--- src/hdl/gpab_pkg.sv ---
`default_nettype none

package gpab_pkg;

    // framebuffer address width, at most 32
    localparam int ADDRESS_BITS = 20;

    localparam int APB_DATA_W = 32;
    localparam int APB_ADDR_W = 5;

    localparam int COORD_W = 11;
    localparam int DIM_W   = 10;
    localparam int COV_W   = 8;
    localparam int RGB_W   = 16;
    localparam int CH_W    = 8;
    localparam int PROD_W  = 2 * DIM_W;

    localparam logic [COV_W-1:0]  COV_FULL   = 8'd255;
    localparam logic [16:0]       ROUND_BIAS = 17'd127;
    localparam logic [23:0]       DIV_HALF   = 24'd128;

    localparam logic [RGB_W-1:0] INK_RGB_RST      = 16'd0;
    localparam logic [DIM_W-1:0] SCREEN_WIDTH_RST = 10'd400;
    localparam logic [DIM_W-1:0] Y_LIMIT_RST      = 10'd240;
    localparam logic [DIM_W-1:0] RIGHT_EDGE_RST   = 10'd400;
    localparam logic [DIM_W-1:0] ROW_STRIDE_RST   = 10'd240;

    typedef enum logic [2:0] {
        REG_INK_RGB      = 3'd0,
        REG_SCREEN_WIDTH = 3'd1,
        REG_Y_LIMIT      = 3'd2,
        REG_RIGHT_EDGE   = 3'd3,
        REG_ROW_STRIDE   = 3'd4
    } gpab_reg_t;

    typedef struct packed {
        logic [RGB_W-1:0] ink_rgb;
        logic [DIM_W-1:0] screen_width;
        logic [DIM_W-1:0] y_limit;
        logic [DIM_W-1:0] right_edge;
        logic [DIM_W-1:0] row_stride;
    } gpab_cfg_t;

    // per-stage load enables for the colour lanes
    typedef struct packed {
        logic take2;
        logic take3;
        logic take4;
    } gpab_adv_t;

    function automatic logic [CH_W-1:0] widen5(input logic [4:0] v);
        return {v, v[4:2]};
    endfunction

    function automatic logic [CH_W-1:0] widen6(input logic [5:0] v);
        return {v, v[5:4]};
    endfunction

endpackage

`default_nettype wire

--- src/hdl/gpab_if.sv ---
`default_nettype none

interface gpab_in_if;
    import gpab_pkg::*;

    logic                      valid;
    logic                      ready;
    logic [COV_W-1:0]          coverage;
    logic signed [COORD_W-1:0] pos_x;
    logic signed [COORD_W-1:0] pos_y;
    logic [RGB_W-1:0]          background;

    modport source (output valid, coverage, pos_x, pos_y, background, input ready);
    modport sink (input valid, coverage, pos_x, pos_y, background, output ready);
endinterface

interface gpab_out_if;
    import gpab_pkg::*;

    logic                    valid;
    logic                    ready;
    logic                    write_enable;
    logic [ADDRESS_BITS-1:0] address;
    logic [RGB_W-1:0]        pixel;

    modport source (output valid, write_enable, address, pixel, input ready);
    modport sink (input valid, write_enable, address, pixel, output ready);
endinterface

`default_nettype wire

--- src/hdl/glyph_pixel_alpha_blend_core.sv ---
// glyph pixel alpha blend
// pix_in carries one glyph word: coverage, signed column and row, and the
// rgb565 background under it. pix_out returns one word for each: a write
// flag, the framebuffer address (row * row_stride + column) and the blended
// rgb565 pixel. skipped pixels give write_enable 0 with address and pixel 0.
// the apb port holds ink_rgb, screen_width, y_limit, right_edge and
// row_stride at byte addresses 0, 4, 8, 12 and 16; pready is always high.
// four register stages: clip test and colour widening, the 8x8 channel
// products and the 10x10 address product, the channel sums and address add,
// then the divide by 255 into the output register, with the rgb565 repack after it.
// a word taken into stage 1 moves through stages 2 and 3 and is offered on
// pix_out from stage 4; one word per cycle while ready stays high.
// each stage holds its own valid bit and loads whenever it is empty or its
// successor loads, so a stalled output still lets bubbles close up behind it;
// pix_in.ready falls only once all four stages are full and the output stalls.
// reset empties the pipeline and loads the register reset values.
`default_nettype none

module glyph_pixel_alpha_blend_core (
    input  wire logic                            clk,
    input  wire logic                            rst_n,
    input  wire logic                            psel,
    input  wire logic                            penable,
    input  wire logic                            pwrite,
    input  wire logic [gpab_pkg::APB_ADDR_W-1:0] paddr,
    input  wire logic [gpab_pkg::APB_DATA_W-1:0] pwdata,
    output      logic [gpab_pkg::APB_DATA_W-1:0] prdata,
    output      logic                            pready,
    gpab_in_if.sink                              pix_in,
    gpab_out_if.source                           pix_out
);
    import gpab_pkg::*;

    gpab_cfg_t cfg;
    gpab_adv_t adv;

    logic v1_reg, v2_reg, v3_reg, v4_reg;
    logic take1, take2, take3, take4;

    logic             ok1_reg, ok2_reg, ok3_reg, ok4_reg;
    logic             ok1_next;
    logic [COV_W-1:0] cov1_reg;
    logic [CH_W-1:0]  fr1_reg, fg1_reg, fb1_reg;
    logic [CH_W-1:0]  br1_reg, bg1_reg, bb1_reg;
    logic [DIM_W-1:0] x1_reg, y1_reg, x2_reg;
    logic [PROD_W-1:0] prod2_reg;
    logic [ADDRESS_BITS-1:0] addr3_reg, addr3_next, addr4_reg;
    logic [CH_W-1:0]  r4, g4, b4;
    logic [DIM_W-1:0] px, py;

    gpab_cfg u_cfg (
        .clk     (clk),
        .rst_n   (rst_n),
        .psel    (psel),
        .penable (penable),
        .pwrite  (pwrite),
        .paddr   (paddr),
        .pwdata  (pwdata),
        .prdata  (prdata),
        .pready  (pready),
        .cfg     (cfg)
    );

    // a stage loads when empty or when the one after it loads
    assign take4 = !v4_reg || pix_out.ready;
    assign take3 = !v3_reg || take4;
    assign take2 = !v2_reg || take3;
    assign take1 = !v1_reg || take2;
    assign pix_in.ready = take1;

    assign adv.take2 = take2;
    assign adv.take3 = take3;
    assign adv.take4 = take4;

    always_ff @(posedge clk or negedge rst_n)
    begin
        if (!rst_n)
        begin
            v1_reg <= 1'b0;
            v2_reg <= 1'b0;
            v3_reg <= 1'b0;
            v4_reg <= 1'b0;
        end
        else
        begin
            if (take1)
            begin
                v1_reg <= pix_in.valid;
            end
            if (take2)
            begin
                v2_reg <= v1_reg;
            end
            if (take3)
            begin
                v3_reg <= v2_reg;
            end
            if (take4)
            begin
                v4_reg <= v3_reg;
            end
        end
    end

    // stage 1: clip test and colour widening
    assign px = pix_in.pos_x[DIM_W-1:0];
    assign py = pix_in.pos_y[DIM_W-1:0];

    assign ok1_next = (pix_in.coverage != '0)
                   && !pix_in.pos_x[COORD_W-1] && !pix_in.pos_y[COORD_W-1]
                   && (py < cfg.y_limit)
                   && (px < cfg.screen_width)
                   && (px < cfg.right_edge);

    always_ff @(posedge clk)
    begin
        if (take1)
        begin
            ok1_reg  <= ok1_next;
            cov1_reg <= pix_in.coverage;
            x1_reg   <= px;
            y1_reg   <= py;
            fr1_reg  <= widen5(cfg.ink_rgb[15:11]);
            fg1_reg  <= widen6(cfg.ink_rgb[10:5]);
            fb1_reg  <= widen5(cfg.ink_rgb[4:0]);
            br1_reg  <= widen5(pix_in.background[15:11]);
            bg1_reg  <= widen6(pix_in.background[10:5]);
            bb1_reg  <= widen5(pix_in.background[4:0]);
        end
        if (take2)
        begin
            ok2_reg   <= ok1_reg;
            x2_reg    <= x1_reg;
            prod2_reg <= PROD_W'(y1_reg) * PROD_W'(cfg.row_stride);
        end
        if (take3)
        begin
            ok3_reg   <= ok2_reg;
            addr3_reg <= addr3_next;
        end
        if (take4)
        begin
            ok4_reg   <= ok3_reg;
            addr4_reg <= ok3_reg ? addr3_reg : '0;
        end
    end

    assign addr3_next = ADDRESS_BITS'(21'(prod2_reg) + 21'(x2_reg));

    gpab_chan u_chan_r (
        .clk   (clk),
        .adv   (adv),
        .cov   (cov1_reg),
        .fg    (fr1_reg),
        .bg    (br1_reg),
        .mixed (r4)
    );

    gpab_chan u_chan_g (
        .clk   (clk),
        .adv   (adv),
        .cov   (cov1_reg),
        .fg    (fg1_reg),
        .bg    (bg1_reg),
        .mixed (g4)
    );

    gpab_chan u_chan_b (
        .clk   (clk),
        .adv   (adv),
        .cov   (cov1_reg),
        .fg    (fb1_reg),
        .bg    (bb1_reg),
        .mixed (b4)
    );

    assign pix_out.valid        = v4_reg;
    assign pix_out.write_enable = ok4_reg;
    assign pix_out.address      = addr4_reg;
    assign pix_out.pixel        = ok4_reg ? {r4[7:3], g4[7:2], b4[7:3]} : '0;

`ifndef SYNTHESIS
    // input back-pressure only once every stage holds a word
    assert property (@(posedge clk) disable iff (!rst_n)
        !pix_in.ready |-> (v1_reg && v2_reg && v3_reg && v4_reg && !pix_out.ready))
        else $error("input stalled with a bubble in the pipeline");

    // skipped pixels carry zero address and pixel
    assert property (@(posedge clk) disable iff (!rst_n)
        (pix_out.valid && !pix_out.write_enable) |->
            (pix_out.address == '0 && pix_out.pixel == '0))
        else $error("skipped word carries non-zero fields");

    // a full pipeline with a taking receiver keeps accepting
    assert property (@(posedge clk) disable iff (!rst_n)
        pix_out.ready |-> pix_in.ready)
        else $error("input stalled while output drains");
`endif

endmodule

`default_nettype wire

--- src/hdl/gpab_cfg.sv ---
`default_nettype none

module gpab_cfg (
    input  wire logic                            clk,
    input  wire logic                            rst_n,
    input  wire logic                            psel,
    input  wire logic                            penable,
    input  wire logic                            pwrite,
    input  wire logic [gpab_pkg::APB_ADDR_W-1:0] paddr,
    input  wire logic [gpab_pkg::APB_DATA_W-1:0] pwdata,
    output      logic [gpab_pkg::APB_DATA_W-1:0] prdata,
    output      logic                            pready,
    output      gpab_pkg::gpab_cfg_t             cfg
);
    import gpab_pkg::*;

    gpab_cfg_t cfg_reg;
    gpab_reg_t sel;
    logic      wr;

    assign sel    = gpab_reg_t'(paddr[APB_ADDR_W-1:2]);
    assign wr     = psel && penable && pwrite;
    assign pready = 1'b1;
    assign cfg    = cfg_reg;

    always_ff @(posedge clk or negedge rst_n)
    begin
        if (!rst_n)
        begin
            cfg_reg.ink_rgb      <= INK_RGB_RST;
            cfg_reg.screen_width <= SCREEN_WIDTH_RST;
            cfg_reg.y_limit      <= Y_LIMIT_RST;
            cfg_reg.right_edge   <= RIGHT_EDGE_RST;
            cfg_reg.row_stride   <= ROW_STRIDE_RST;
        end
        else if (wr)
        begin
            case (sel)
                REG_INK_RGB:      cfg_reg.ink_rgb      <= pwdata[RGB_W-1:0];
                REG_SCREEN_WIDTH: cfg_reg.screen_width <= pwdata[DIM_W-1:0];
                REG_Y_LIMIT:      cfg_reg.y_limit      <= pwdata[DIM_W-1:0];
                REG_RIGHT_EDGE:   cfg_reg.right_edge   <= pwdata[DIM_W-1:0];
                REG_ROW_STRIDE:   cfg_reg.row_stride   <= pwdata[DIM_W-1:0];
                default:          ;
            endcase
        end
    end

    always_comb
    begin
        case (sel)
            REG_INK_RGB:      prdata = APB_DATA_W'(cfg_reg.ink_rgb);
            REG_SCREEN_WIDTH: prdata = APB_DATA_W'(cfg_reg.screen_width);
            REG_Y_LIMIT:      prdata = APB_DATA_W'(cfg_reg.y_limit);
            REG_RIGHT_EDGE:   prdata = APB_DATA_W'(cfg_reg.right_edge);
            REG_ROW_STRIDE:   prdata = APB_DATA_W'(cfg_reg.row_stride);
            default:          prdata = '0;
        endcase
    end

endmodule

`default_nettype wire

--- src/hdl/gpab_chan.sv ---
`default_nettype none

module gpab_chan (
    input  wire logic                      clk,
    input  wire gpab_pkg::gpab_adv_t       adv,
    input  wire logic [gpab_pkg::COV_W-1:0] cov,
    input  wire logic [gpab_pkg::CH_W-1:0]  fg,
    input  wire logic [gpab_pkg::CH_W-1:0]  bg,
    output      logic [gpab_pkg::CH_W-1:0]  mixed
);
    import gpab_pkg::*;

    logic [15:0]     pf_reg;
    logic [15:0]     pb_reg;
    logic [15:0]     sum_reg;
    logic [CH_W-1:0] res_reg;
    logic [COV_W-1:0] inv_cov;
    logic [15:0]     sum_next;
    logic [23:0]     div_sum;

    assign inv_cov = COV_FULL - cov;

    // sum of both products plus bias stays below 2^16
    assign sum_next = 16'(17'(pf_reg) + 17'(pb_reg) + ROUND_BIAS);

    // x*257 as x<<8 plus x, then round and keep bits 23:16
    assign div_sum = {sum_reg, 8'h00} + 24'(sum_reg) + DIV_HALF;

    always_ff @(posedge clk)
    begin
        if (adv.take2)
        begin
            pf_reg <= 16'(fg) * 16'(cov);
            pb_reg <= 16'(bg) * 16'(inv_cov);
        end
        if (adv.take3)
        begin
            sum_reg <= sum_next;
        end
        if (adv.take4)
        begin
            res_reg <= div_sum[23:16];
        end
    end

    assign mixed = res_reg;

endmodule

`default_nettype wire
--- src/flat_wrapper.sv ---
// flat-port wrapper written by rule: the top's interface ports become plain ports
module glyph_pixel_alpha_blend_core_flat import gpab_pkg::*;
  (clk, rst_n, psel, penable, pwrite, paddr, pwdata, prdata, pready, pix_in_valid, pix_in_coverage, pix_in_pos_x, pix_in_pos_y, pix_in_background, pix_in_ready, pix_out_valid, pix_out_write_enable, pix_out_address, pix_out_pixel, pix_out_ready);
  gpab_in_if pix_in_i ();
  gpab_out_if pix_out_i ();
  input  wire logic clk;
  input  wire logic rst_n;
  input  wire logic psel;
  input  wire logic penable;
  input  wire logic pwrite;
  input  wire logic [gpab_pkg::APB_ADDR_W-1:0] paddr;
  input  wire logic [gpab_pkg::APB_DATA_W-1:0] pwdata;
  output      logic [gpab_pkg::APB_DATA_W-1:0] prdata;
  output      logic pready;
  input wire logic [$bits(pix_in_i.valid)-1:0] pix_in_valid;
  input wire logic [$bits(pix_in_i.coverage)-1:0] pix_in_coverage;
  input wire logic [$bits(pix_in_i.pos_x)-1:0] pix_in_pos_x;
  input wire logic [$bits(pix_in_i.pos_y)-1:0] pix_in_pos_y;
  input wire logic [$bits(pix_in_i.background)-1:0] pix_in_background;
  output wire logic [$bits(pix_in_i.ready)-1:0] pix_in_ready;
  output wire logic [$bits(pix_out_i.valid)-1:0] pix_out_valid;
  output wire logic [$bits(pix_out_i.write_enable)-1:0] pix_out_write_enable;
  output wire logic [$bits(pix_out_i.address)-1:0] pix_out_address;
  output wire logic [$bits(pix_out_i.pixel)-1:0] pix_out_pixel;
  input wire logic [$bits(pix_out_i.ready)-1:0] pix_out_ready;
  assign pix_in_i.valid = pix_in_valid;
  assign pix_in_i.coverage = pix_in_coverage;
  assign pix_in_i.pos_x = pix_in_pos_x;
  assign pix_in_i.pos_y = pix_in_pos_y;
  assign pix_in_i.background = pix_in_background;
  assign pix_in_ready = pix_in_i.ready;
  assign pix_out_valid = pix_out_i.valid;
  assign pix_out_write_enable = pix_out_i.write_enable;
  assign pix_out_address = pix_out_i.address;
  assign pix_out_pixel = pix_out_i.pixel;
  assign pix_out_i.ready = pix_out_ready;
  glyph_pixel_alpha_blend_core u_core (.clk(clk), .rst_n(rst_n), .psel(psel), .penable(penable), .pwrite(pwrite), .paddr(paddr), .pwdata(pwdata), .prdata(prdata), .pready(pready), .pix_in(pix_in_i), .pix_out(pix_out_i));
endmodule
--- config.mk ---
export PLATFORM = sky130hd
export DESIGN_NAME = glyph_pixel_alpha_blend_core_flat
export DESIGN_NICKNAME = d
export VERILOG_FILES = /design/src/hdl/gpab_pkg.sv /design/src/hdl/gpab_if.sv /design/src/hdl/glyph_pixel_alpha_blend_core.sv /design/src/hdl/gpab_cfg.sv /design/src/hdl/gpab_chan.sv /design/src/flat_wrapper.sv
export SDC_FILE = /design/constraint.sdc
export NUM_CORES = 1
export LEC_CHECK = 0
export BUFFER_PORTS_ARGS = -buffer_cell sky130_fd_sc_hd__buf_2
export CELL_PAD_IN_SITES_DETAIL_PLACEMENT = 2
export CELL_PAD_IN_SITES_GLOBAL_PLACEMENT = 2
export CORE_ASPECT_RATIO = 1.25
export CORE_MARGIN = 2
export CORE_UTILIZATION = 35
export DETAILED_ROUTE_END_ITERATION = 12
export PLACE_DENSITY = 0.7
export SLEW_MARGIN = 20
export SYNTH_ARGS = -nofsm -noshare
export SYNTH_HDL_FRONTEND = slang
export SYNTH_HIERARCHICAL = 1
export SYNTH_SLANG_ARGS = --single-unit
--- constraint.sdc ---
create_clock -name clk -period 6.9 [get_ports clk]
set_input_delay 1.38 -clock clk [delete_from_list [all_inputs] [get_ports clk]]
set_output_delay 1.38 -clock clk [all_outputs]
set_load 0.01 [all_outputs]
* After elaboration in Yosys (flattened, before gate mapping)
Index checks and enable logic that the tools add are counted.
Widths: inputs -> output; s select.
** Operators by class
- Order comparisons :: 3
- Multipliers :: 7
- Eq/ne operators :: 4
- Reductions and logical operators :: 24
- Add/subtract/negate cells :: 14
- Multiplexer cells :: 2
** Operator list (count)
- $mul 8x8->16 :: 6
- $pmux 16 s5 :: 1
- $add 24x16->24 :: 3
- $add 24x8->24 const B :: 3
- $add 16x16->16 :: 3
- $add 16x7->16 const B :: 3
- $lt 10x10->1 :: 3
- $add 20x10->20 :: 1
- $mul 10x10->20 :: 1
- $mux 16 :: 1
- $reduce_and 2->1 :: 5
- $reduce_bool 8->1 :: 1
- $sub 8x8->8 const A :: 1
- $logic_and 1x1->1 :: 7
- $eq 3x2->1 const B :: 2
- $logic_not 1->1 :: 6
- $logic_or 1x1->1 :: 4
- $eq 3x1->1 const B :: 1
- $eq 3x3->1 const B :: 1
- $logic_not 3->1 :: 1
** Word-level totals
- Flip-flop bits (word level) :: 378
- Input port bits :: 90
- Output and inout bits :: 72
- Word-level logic and storage cells :: 92

* Longest topological paths before layout
Gate-level depths: netlist of run 1.
- Depth in word-level cells :: 6
- Depth in mapped cells :: 21
- Gate-level depth less buffers :: 19

* Hierarchy
Netlist of run 1, hierarchy kept.
** Modules (own cells, without submodules)
- glyph_pixel_alpha_blend_core :: sequential area each 4124.0 µm², cells an instance 750, times used 1, area each 9181.3 µm²
- gpab_chan at u_core.u_chan_b :: sequential area each 1681.6 µm², cells an instance 716, times used 1, area each 7196.9 µm²
- gpab_chan at u_core.u_chan_r :: sequential area each 1681.6 µm², cells an instance 718, times used 1, area each 7168.1 µm²
- gpab_chan at u_core.u_chan_g :: sequential area each 1681.6 µm², cells an instance 708, times used 1, area each 7149.4 µm²
- gpab_cfg :: sequential area each 1418.9 µm², cells an instance 203, times used 1, area each 2778.9 µm²

* Worst setup path after synthesis of run 1
Ideal clock, no wire load.
- Path kind :: input-to-reg
- From :: in pix_out_ready
- To :: reg u_core.ok2_reg (enable)
- Buffers on the path :: 0
- Arrival :: 4.470 ns
- Path slack :: 0.998 ns
- Setup time :: 1.432 ns
- Data required time :: 5.468 ns
- Stages on the path :: 2
- Path through :: nor2b_1 nand3_1
** Between the ends
- Word-level cells in the longest chain between the ends :: 3
** RTL lines
- start: declaration :: line flat_wrapper.sv:25 : input wire logic [$bits(pix_out_i.ready)-1:0] pix_out_ready;
- $logic_or 1x1->1 :: line glyph_pixel_alpha_blend_core.sv:65 : assign take4 = !v4_reg || pix_out.ready;
- $logic_or 1x1->1 :: line glyph_pixel_alpha_blend_core.sv:66 : assign take3 = !v3_reg || take4;
- $logic_or 1x1->1 :: line glyph_pixel_alpha_blend_core.sv:67 : assign take2 = !v2_reg || take3;
- via u_core.take2 :: line glyph_pixel_alpha_blend_core.sv:38 : logic take1, take2, take3, take4;
- end signal: assignment :: line glyph_pixel_alpha_blend_core.sv:132 : ok2_reg <= ok1_reg;
- end: declaration :: line glyph_pixel_alpha_blend_core.sv:40 : logic ok1_reg, ok2_reg, ok3_reg, ok4_reg;
The timed path passes the listed nets, and every way through them passes these cells.
A chain may end at the register's enable or synchronous reset.

* Worst setup path in the final report of run 1
- From :: reg u_core.cov1_reg[3]
- To :: reg u_core.u_chan_g.pf_reg[13], data pin
** Between the ends
- Word-level cells in the longest chain between the ends :: 1
** RTL lines
- start: declaration :: line glyph_pixel_alpha_blend_core.sv:42 : logic [COV_W-1:0] cov1_reg;
- start signal: assignment :: line glyph_pixel_alpha_blend_core.sv:120 : cov1_reg <= pix_in.coverage;
- $mul 8x8->16 :: line gpab_chan.sv:33 : pf_reg <= 16'(fg) * 16'(cov);
- end signal: assignment :: line gpab_chan.sv:33
- end: declaration :: line gpab_chan.sv:13 : logic [15:0] pf_reg;
Every way passes these cells.

==> impl_metrics.py, run 1 <==
metrics = {
    "outcome": {
        "status": "finished clean",
    },
    "global_routing": {
        "grt_pass1_vias": 26650,
        "antenna_found_initial": 2,
        "grtUsageTotal": 0.1905,
        "grt_pass1_wl_mm": 145.8,
        "grt-ovfl-total": 0,
        "grt_max_degree": 84,
    },
    "clock_network": {
        "postCtsResizedCells": 0,
        "cts_tree": "built",
        "h-tree-depth": 2,
        "clockRootBuffer": "clkbuf_16",
        "hold_buffers": 0,
        "cts_max_path_buffers": 3,
        "clk_pin_slew_ns": 0.06,
        "clk_latency_ns": 0.60,
        "post_cts_buffers": 0,
        "numCtsBuffers": 44,
        "cts_num_sinks": 354,
    },
    "route": {
        "wl_per_cell_um": 20.33,
        "vias": 22580,
        "viasPerCell": 5.056,
        "wl_mm": 90.83,
        "first_pass_iters": 5,
        "first_iter_violations": 665,
        "drc": 0,
        "antenna_left": 0,
    },
    "critical_path": {
        "slowest_stage": "edfxtp_1",
        "ff2ff_setup_slack_ns": 1.32,
        "cp_cell_sequence": "buf_4 -> buf_4 -> nand2_1 -> fa_1 -> fa_1 -> inv_1 -> fa_1 -> inv_1 -> fa_1 -> inv_1 -> ha_1 -> o21ai_0 -> a211oi_1 -> a2111oi_2 -> a21oi_1 -> xor2_1",
        "critPathArrivalTime_ns": 5.93,
        "critPathTopFamily": "adder cells",
        "critPathKind": "reg2reg",
        "critPathMaxStageDelay_ns": 0.96,
        "crit_buf_inv": 5,
        "r2r-end": "u_core/u_chan_g/pf_reg[13]",
        "cp_max_fo": 21,
        "cp-start-kind": "flip-flop",
        "crit_required_ns": 7.24,
        "cp_common_cell": "fa_1",
        "endpoint_kind": "flip-flop",
        "worst-r2r-cell-count": 16,
        "r2r_start": "u_core/cov1_reg[3]",
    },
    "sta": {
        "max_slew_margin": 0.3053,
        "rsz0062_at_grt": "no",
        "period_minus_slack_ns": 5.585,
        "period_share": 0.8094,
        "hold_viol": 0,
        "worst_slew_pin_slew_ns": 1.033,
        "worst_clock_skew_ns": 0.02626,
        "tns_ns": 0,
        "max_freq_mhz": 179.1,
        "setup_viol": 0,
        "maxSlewViolCount": 0,
    },
    "synthesis": {
        "synth.cell_area_um2": 33110,
        "syn-instance-count": 3068,
        "syn_area_per_cell_um2": 10.79,
        "ys_warn_count": 6,
    },
    "cells_and_area": {
        "largest_register_ff_count": 56,
        "design_area_um2": 36710,
        "final_util": 0.3900,
        "area.growth.synth_to_final_pct": 10.87,
        "drive_gt1_frac": 0.1099,
        "nNetsFinal": 4004,
    },
    "die": {
        "core.rowCount": 126,
        "die_w_um": 279.1,
        "initial_core_util": 0.3518,
        "core_area_um2": 94120,
        "pin_count": 162,
        "die_h_um": 347.9,
        "die_area_um2": 97090,
    },
    "worst_hold_path": {
        "min_from": "u_core/x1_reg[2]",
        "min_to": "u_core/x2_reg[2]",
        "min_path_type": "reg2reg",
        "hold-path-cell-count": 0,
    },
    "placed_design": {
        "io_buffers": 126,
        "gp_congestion": 0.8622,
        "post_dp_cell_area_um2": 35190,
        "hpwl_mm": 71.81,
    },
    "power_and_ir_drop": {
        "pwr-share-seq": 0.250,
        "power_frac_clock": 0.138,
        "switchingPower_mw": 7.608,
        "p_comb_frac": 0.612,
        "leakagePower_nw": 17.25,
        "powerDensity_nw_per_um2": 470.8,
        "p_int_mw": 9.676,
        "power_switching_share": 0.4402,
        "power_mw": 17.28,
        "vdd_ir_drop_max_v": 0.0002067,
    },
    "flow_run": {
        "drv_cap": 0,
    },
}
==> layer usage <==
metal / up-vias / wire length (um) / GRT usage
li1: 10520 / - / -
met2: 269 / 50000 / 0.3732
met5: - / 0 / 0
met3: 91 / 1972 / 0.01866
met1: 11700 / 37010 / 0.2192
met4: 0 / 1847 / 0.04444
==> power groups by stage <==
stage	combinational (mW)	clock, mW	sequential, mW
final	10.6	2.39	4.32
after global routing	12.1	2.54	4.41
after CTS	10.8	2.47	4.34
after detailed placement	10.7	0	4.38
after global placement	10.1	0	4.32
after floorplan	8.01	0	4.04
==> final cells by class <==
type                            instances  area (um^2)
Antenna cell                            2        5.005
Clock buffer                           58         1184
Clock inverter                         24        290.3
Fill cell                            9908        57410
Inverter                              496         1862
Multi-Input combinational cell       2164        20630
Sequential cell                       354        10350
Tap cell                             1216         1521
Timing Repair Buffer                  153        869.6
==> worst max-delay path by stage <==
stage / cells past startpoint / startpoint / end / slack [ns]
floorplan: 2 / pix_out_ready / u_core/ok2_reg / 1.0
global placement: 14 / u_core/cov1_reg[4] / u_core/u_chan_r/pb_reg[14] / 1.27
detailed placement: 14 / u_core/cov1_reg[4] / u_core/u_chan_r/pb_reg[14] / 1.07
CTS: 14 / u_core/cov1_reg[4] / u_core/u_chan_r/pb_reg[14] / 0.99
global route: 16 / u_core/cov1_reg[3] / u_core/u_chan_g/pf_reg[13] / 1.01
finish: 16 / u_core/cov1_reg[3] / u_core/u_chan_g/pf_reg[13] / 1.32
==> worst register-to-register path, cell delays in order (launching register included) <==
cell,delay [ns]
edfxtp_1,0.96
buf_4,0.40
buf_4,0.22
nand2_1,0.10
fa_1,0.52
fa_1,0.56
inv_1,0.05
fa_1,0.47
inv_1,0.05
fa_1,0.48
inv_1,0.04
ha_1,0.31
o21ai_0,0.33
a211oi_1,0.13
a2111oi_2,0.42
a21oi_1,0.13
xor2_1,0.16
==> placed cells by master (no fill, tap or decap), drive strengths merged, types with 26 or more instances in the layout <==
cell and n:
a21o 46, a21oi 104, and2 270, buf 153, clkbuf 58, dfrtp 46
edfxtp 294, fa 282, ha 419, inv 498, mux2 66, nand2 125
nand2b 52, nand3 28, nor2 72, nor2b 189, nor3 26, o21ai 83
xnor2 106, xor2 38
==> stage by stage <==
step                      hold slack (ns)  setup slack (ns)  instances
final                              0.4181             1.315       4467
after global routing               0.4311             1.013       4465
after CTS                          0.4207            0.9879       4464
after detailed placement           0.4062             1.066       4382
after global placement             0.4053             1.267       4382
after floorplan                    0.4003            0.9977       3083
Power figures use the tool's default switching activity.
==> run 2, diff against run 1 <==
Settings changed: ABC_AREA set to 1, PLACE_DENSITY 0.7 to 0.76.
Clock period 6.9 ns to 5.15 ns, I/O delays scaled along.
==> run 2 against run 1 <==
Effect of this change: via count increased by 26%; critical path depth grew 2; fmax up 13%; sequential share of layout area down 2.0 points; combinational power grew 61%; register-to-register slack worse by 1.1 ns; hold slack better by 0.040 ns; total power up 51%; first-iteration DRC count rose by 37%; critical endpoint is now u_core/prod2_reg[14].
==> impl_metrics.py, run 2 <==
metrics = {
    "outcome": {
        "status": "finished clean",
    },
    "cells_and_area": {
        "final_cell_mix": "nand2_1, inv_1, ha_1",
        "drive_gt1_frac": 0.07962,
        "fillers": 11640,
        "area.growth.synth_to_final_pct": 11.06,
        "mostFrequentLayoutCell": "nand2_1",
        "design_area_um2": 39460,
        "nNetsFinal": 5327,
        "antenna_cells": 0,
        "largest_register_ff_count": 56,
    },
    "placed_design": {
        "post_dp_cell_area_um2": 37880,
        "io_buffers": 126,
        "gp_congestion": 0.8550,
        "dp_slack_ns": 0.06025,
        "hpwl_mm": 89.09,
    },
    "sta": {
        "whs_ns": 0.4582,
        "maxSlewViolCount": 0,
        "worst_slew_pin_slew_ns": 1.023,
        "worst_clock_skew_ns": 0.03085,
        "finalWorstSetupSlack_ns": 0.2135,
        "period_minus_slack_ns": 4.936,
        "setup_viol": 0,
        "max_freq_mhz": 202.6,
        "max_slew_margin": 0.3177,
        "hold_viol": 0,
        "period_share": 0.9585,
    },
    "global_routing": {
        "grt_max_degree": 71,
        "grtUsageTotal": 0.2138,
        "grt-ovfl-total": 0,
        "grt_pass1_vias": 32900,
        "grt_pass1_wl_mm": 175.5,
        "antenna_found_initial": 6,
    },
    "route": {
        "wl_mm": 110.0,
        "first_pass_iters": 5,
        "met2_length_mm": 61.48,
        "vias": 28570,
        "dr.max_layer_used": "met5",
        "antenna_left": 0,
        "drc": 0,
        "first_iter_violations": 912,
        "met3_length_mm": 2.204,
        "viasPerCell": 4.848,
        "drt-met1-wl_mm": 42.94,
        "wl_per_cell_um": 18.67,
    },
    "die": {
        "die_h_um": 360.2,
        "initial_core_util": 0.3535,
        "die_area_um2": 104100,
        "core_area_um2": 100500,
        "core.rowCount": 130,
        "pin_count": 162,
        "die_w_um": 289.0,
    },
    "critical_path": {
        "r2r_start": "u_core/u_cfg/cfg[4]",
        "endpoint_kind": "flip-flop",
        "crit_path_start": "u_core/u_cfg/cfg[4]",
        "critPathKind": "reg2reg",
        "cp_max_fo": 7,
        "endpoint": "u_core/prod2_reg[14]",
        "worst-r2r-cell-count": 18,
        "r2r-end": "u_core/prod2_reg[14]",
        "crit_required_ns": 5.52,
        "cp-start-kind": "flip-flop",
        "ff2ff_setup_slack_ns": 0.21,
        "critPathArrivalTime_ns": 5.31,
    },
    "clock_network": {
        "clk_pin_slew_ns": 0.07,
        "clk_latency_ns": 0.61,
        "h-tree-depth": 2,
        "cts_max_path_buffers": 3,
        "hold_buffers": 0,
        "cts_num_sinks": 354,
        "cts_tree": "built",
        "clockRootBuffer": "clkbuf_16",
        "numCtsBuffers": 44,
    },
    "flow_run": {
        "drv_cap": 0,
    },
    "synthesis": {
        "ys_warn_count": 6,
        "synth.cell_area_um2": 35530,
        "syn-instance-count": 4401,
        "syn_area_per_cell_um2": 8.074,
    },
    "worst_hold_path": {
        "min_path_type": "in2async",
    },
    "power_and_ir_drop": {
        "vdd_ir_drop_max_v": 0.0003182,
        "leakagePower_nw": 22.37,
        "powerDensity_nw_per_um2": 662.8,
    },
}
==> run 2: cell types whose count changed in the layout (fill, tap and decap cells not counted), moves of 56 or more <==
| cell | change |
|---|---|
| nand2_1 | +1025 |
| inv_1 | +585 |
| nor2_1 | +274 |
| and2_1 | -257 |
| nor2b_1 | -188 |
| nand3_1 | +160 |
| xnor2_1 | -72 |
| mux2_2 | -56 |
==> run 2: worst min path at each step <==
stage | startpoint | end | slack, ns | cells after the start
2_1_floorplan | u_core/ok1_reg | u_core/ok2_reg | 0.40 | 0
3_3_place_gp | u_core/ok2_reg | u_core/ok3_reg | 0.40 | 0
3_5_place_dp | u_core/ok2_reg | u_core/ok3_reg | 0.45 | 0
4_1_cts | rst_n | u_core/u_cfg/cfg[32] | 0.45 | 1
5_1_grt | u_core/ok2_reg | u_core/ok3_reg | 0.47 | 0
6_report | rst_n | u_core/u_cfg/cfg[32] | 0.46 | 1
==> run 2: layout make-up <==
class | instances | area (um^2) | area share
inverter | 1096 | 4128 | 0.1046
clock buffer | 52 | 1131 | 0.02866
timing repair buffer | 188 | 1216 | 0.03082
clock inverter | 30 | 390.4 | 0.009892
sequential | 354 | 10350 | 0.2622
tap | 1320 | 1652 | 0.04185
multi-input combinational | 2852 | 20600 | 0.5220
==> run 2: worst max-delay path, cell delays in order (launching register included) <==
cell and delay, ns:
dfstp_2 0.66, nand2_1 0.12, fa_1 0.49, fa_1 0.53, inv_1 0.07, fa_1 0.50
fa_1 0.55, inv_1 0.06, fa_1 0.53, inv_1 0.04, ha_1 0.31, buf_4 0.13
nand2_1 0.09, nor2_1 0.11, nand2_1 0.07, nand2_1 0.17, nand2_1 0.10, nand3_1 0.09
nand2_1 0.06
==> run 2: metrics by stage <==
| stage | TNS (ns) | utilization | power [mW] | std cells |
|---|---|---|---|---|
| finish | 0 | 0.3926 | 26.16 | 5892 |
| detailed placement | 0 | 0.3768 | 23.05 | 5802 |
| global route | -0.2029 | 0.3926 | 29.14 | 5892 |
| CTS | 0 | 0.3919 | 26.71 | 5884 |
| global placement | 0 | 0.3765 | 21.97 | 5801 |
| floorplan | -46.76 | - | 17.63 | 4416 |
==> run 2: repair_timing <==
| item | 4_1_cts | 5_1_grt |
|---|---|---|
| gates resized for setup | 0 | 1 |
| setup buffers | 0 | 8 |
| setup endpoints to repair | 0 | 6 |
| endpoints found under the hold margin | 0 | 0 |
==> run 2: routing by layer <==
layer	vias up	GRT usage
li1	13600	-
met1	14480	0.2357
met2	321	0.4264
met3	164	0.01789
met4	2	0.05963
met5	-	0
==> run 2: report_power, final <==
group | switching [mW] | internal (mW)
clock | 1.39 | 1.95
sequential | 0.756 | 4.99
combinational | 11.0 | 6.09
total | 13.1 | 13.0
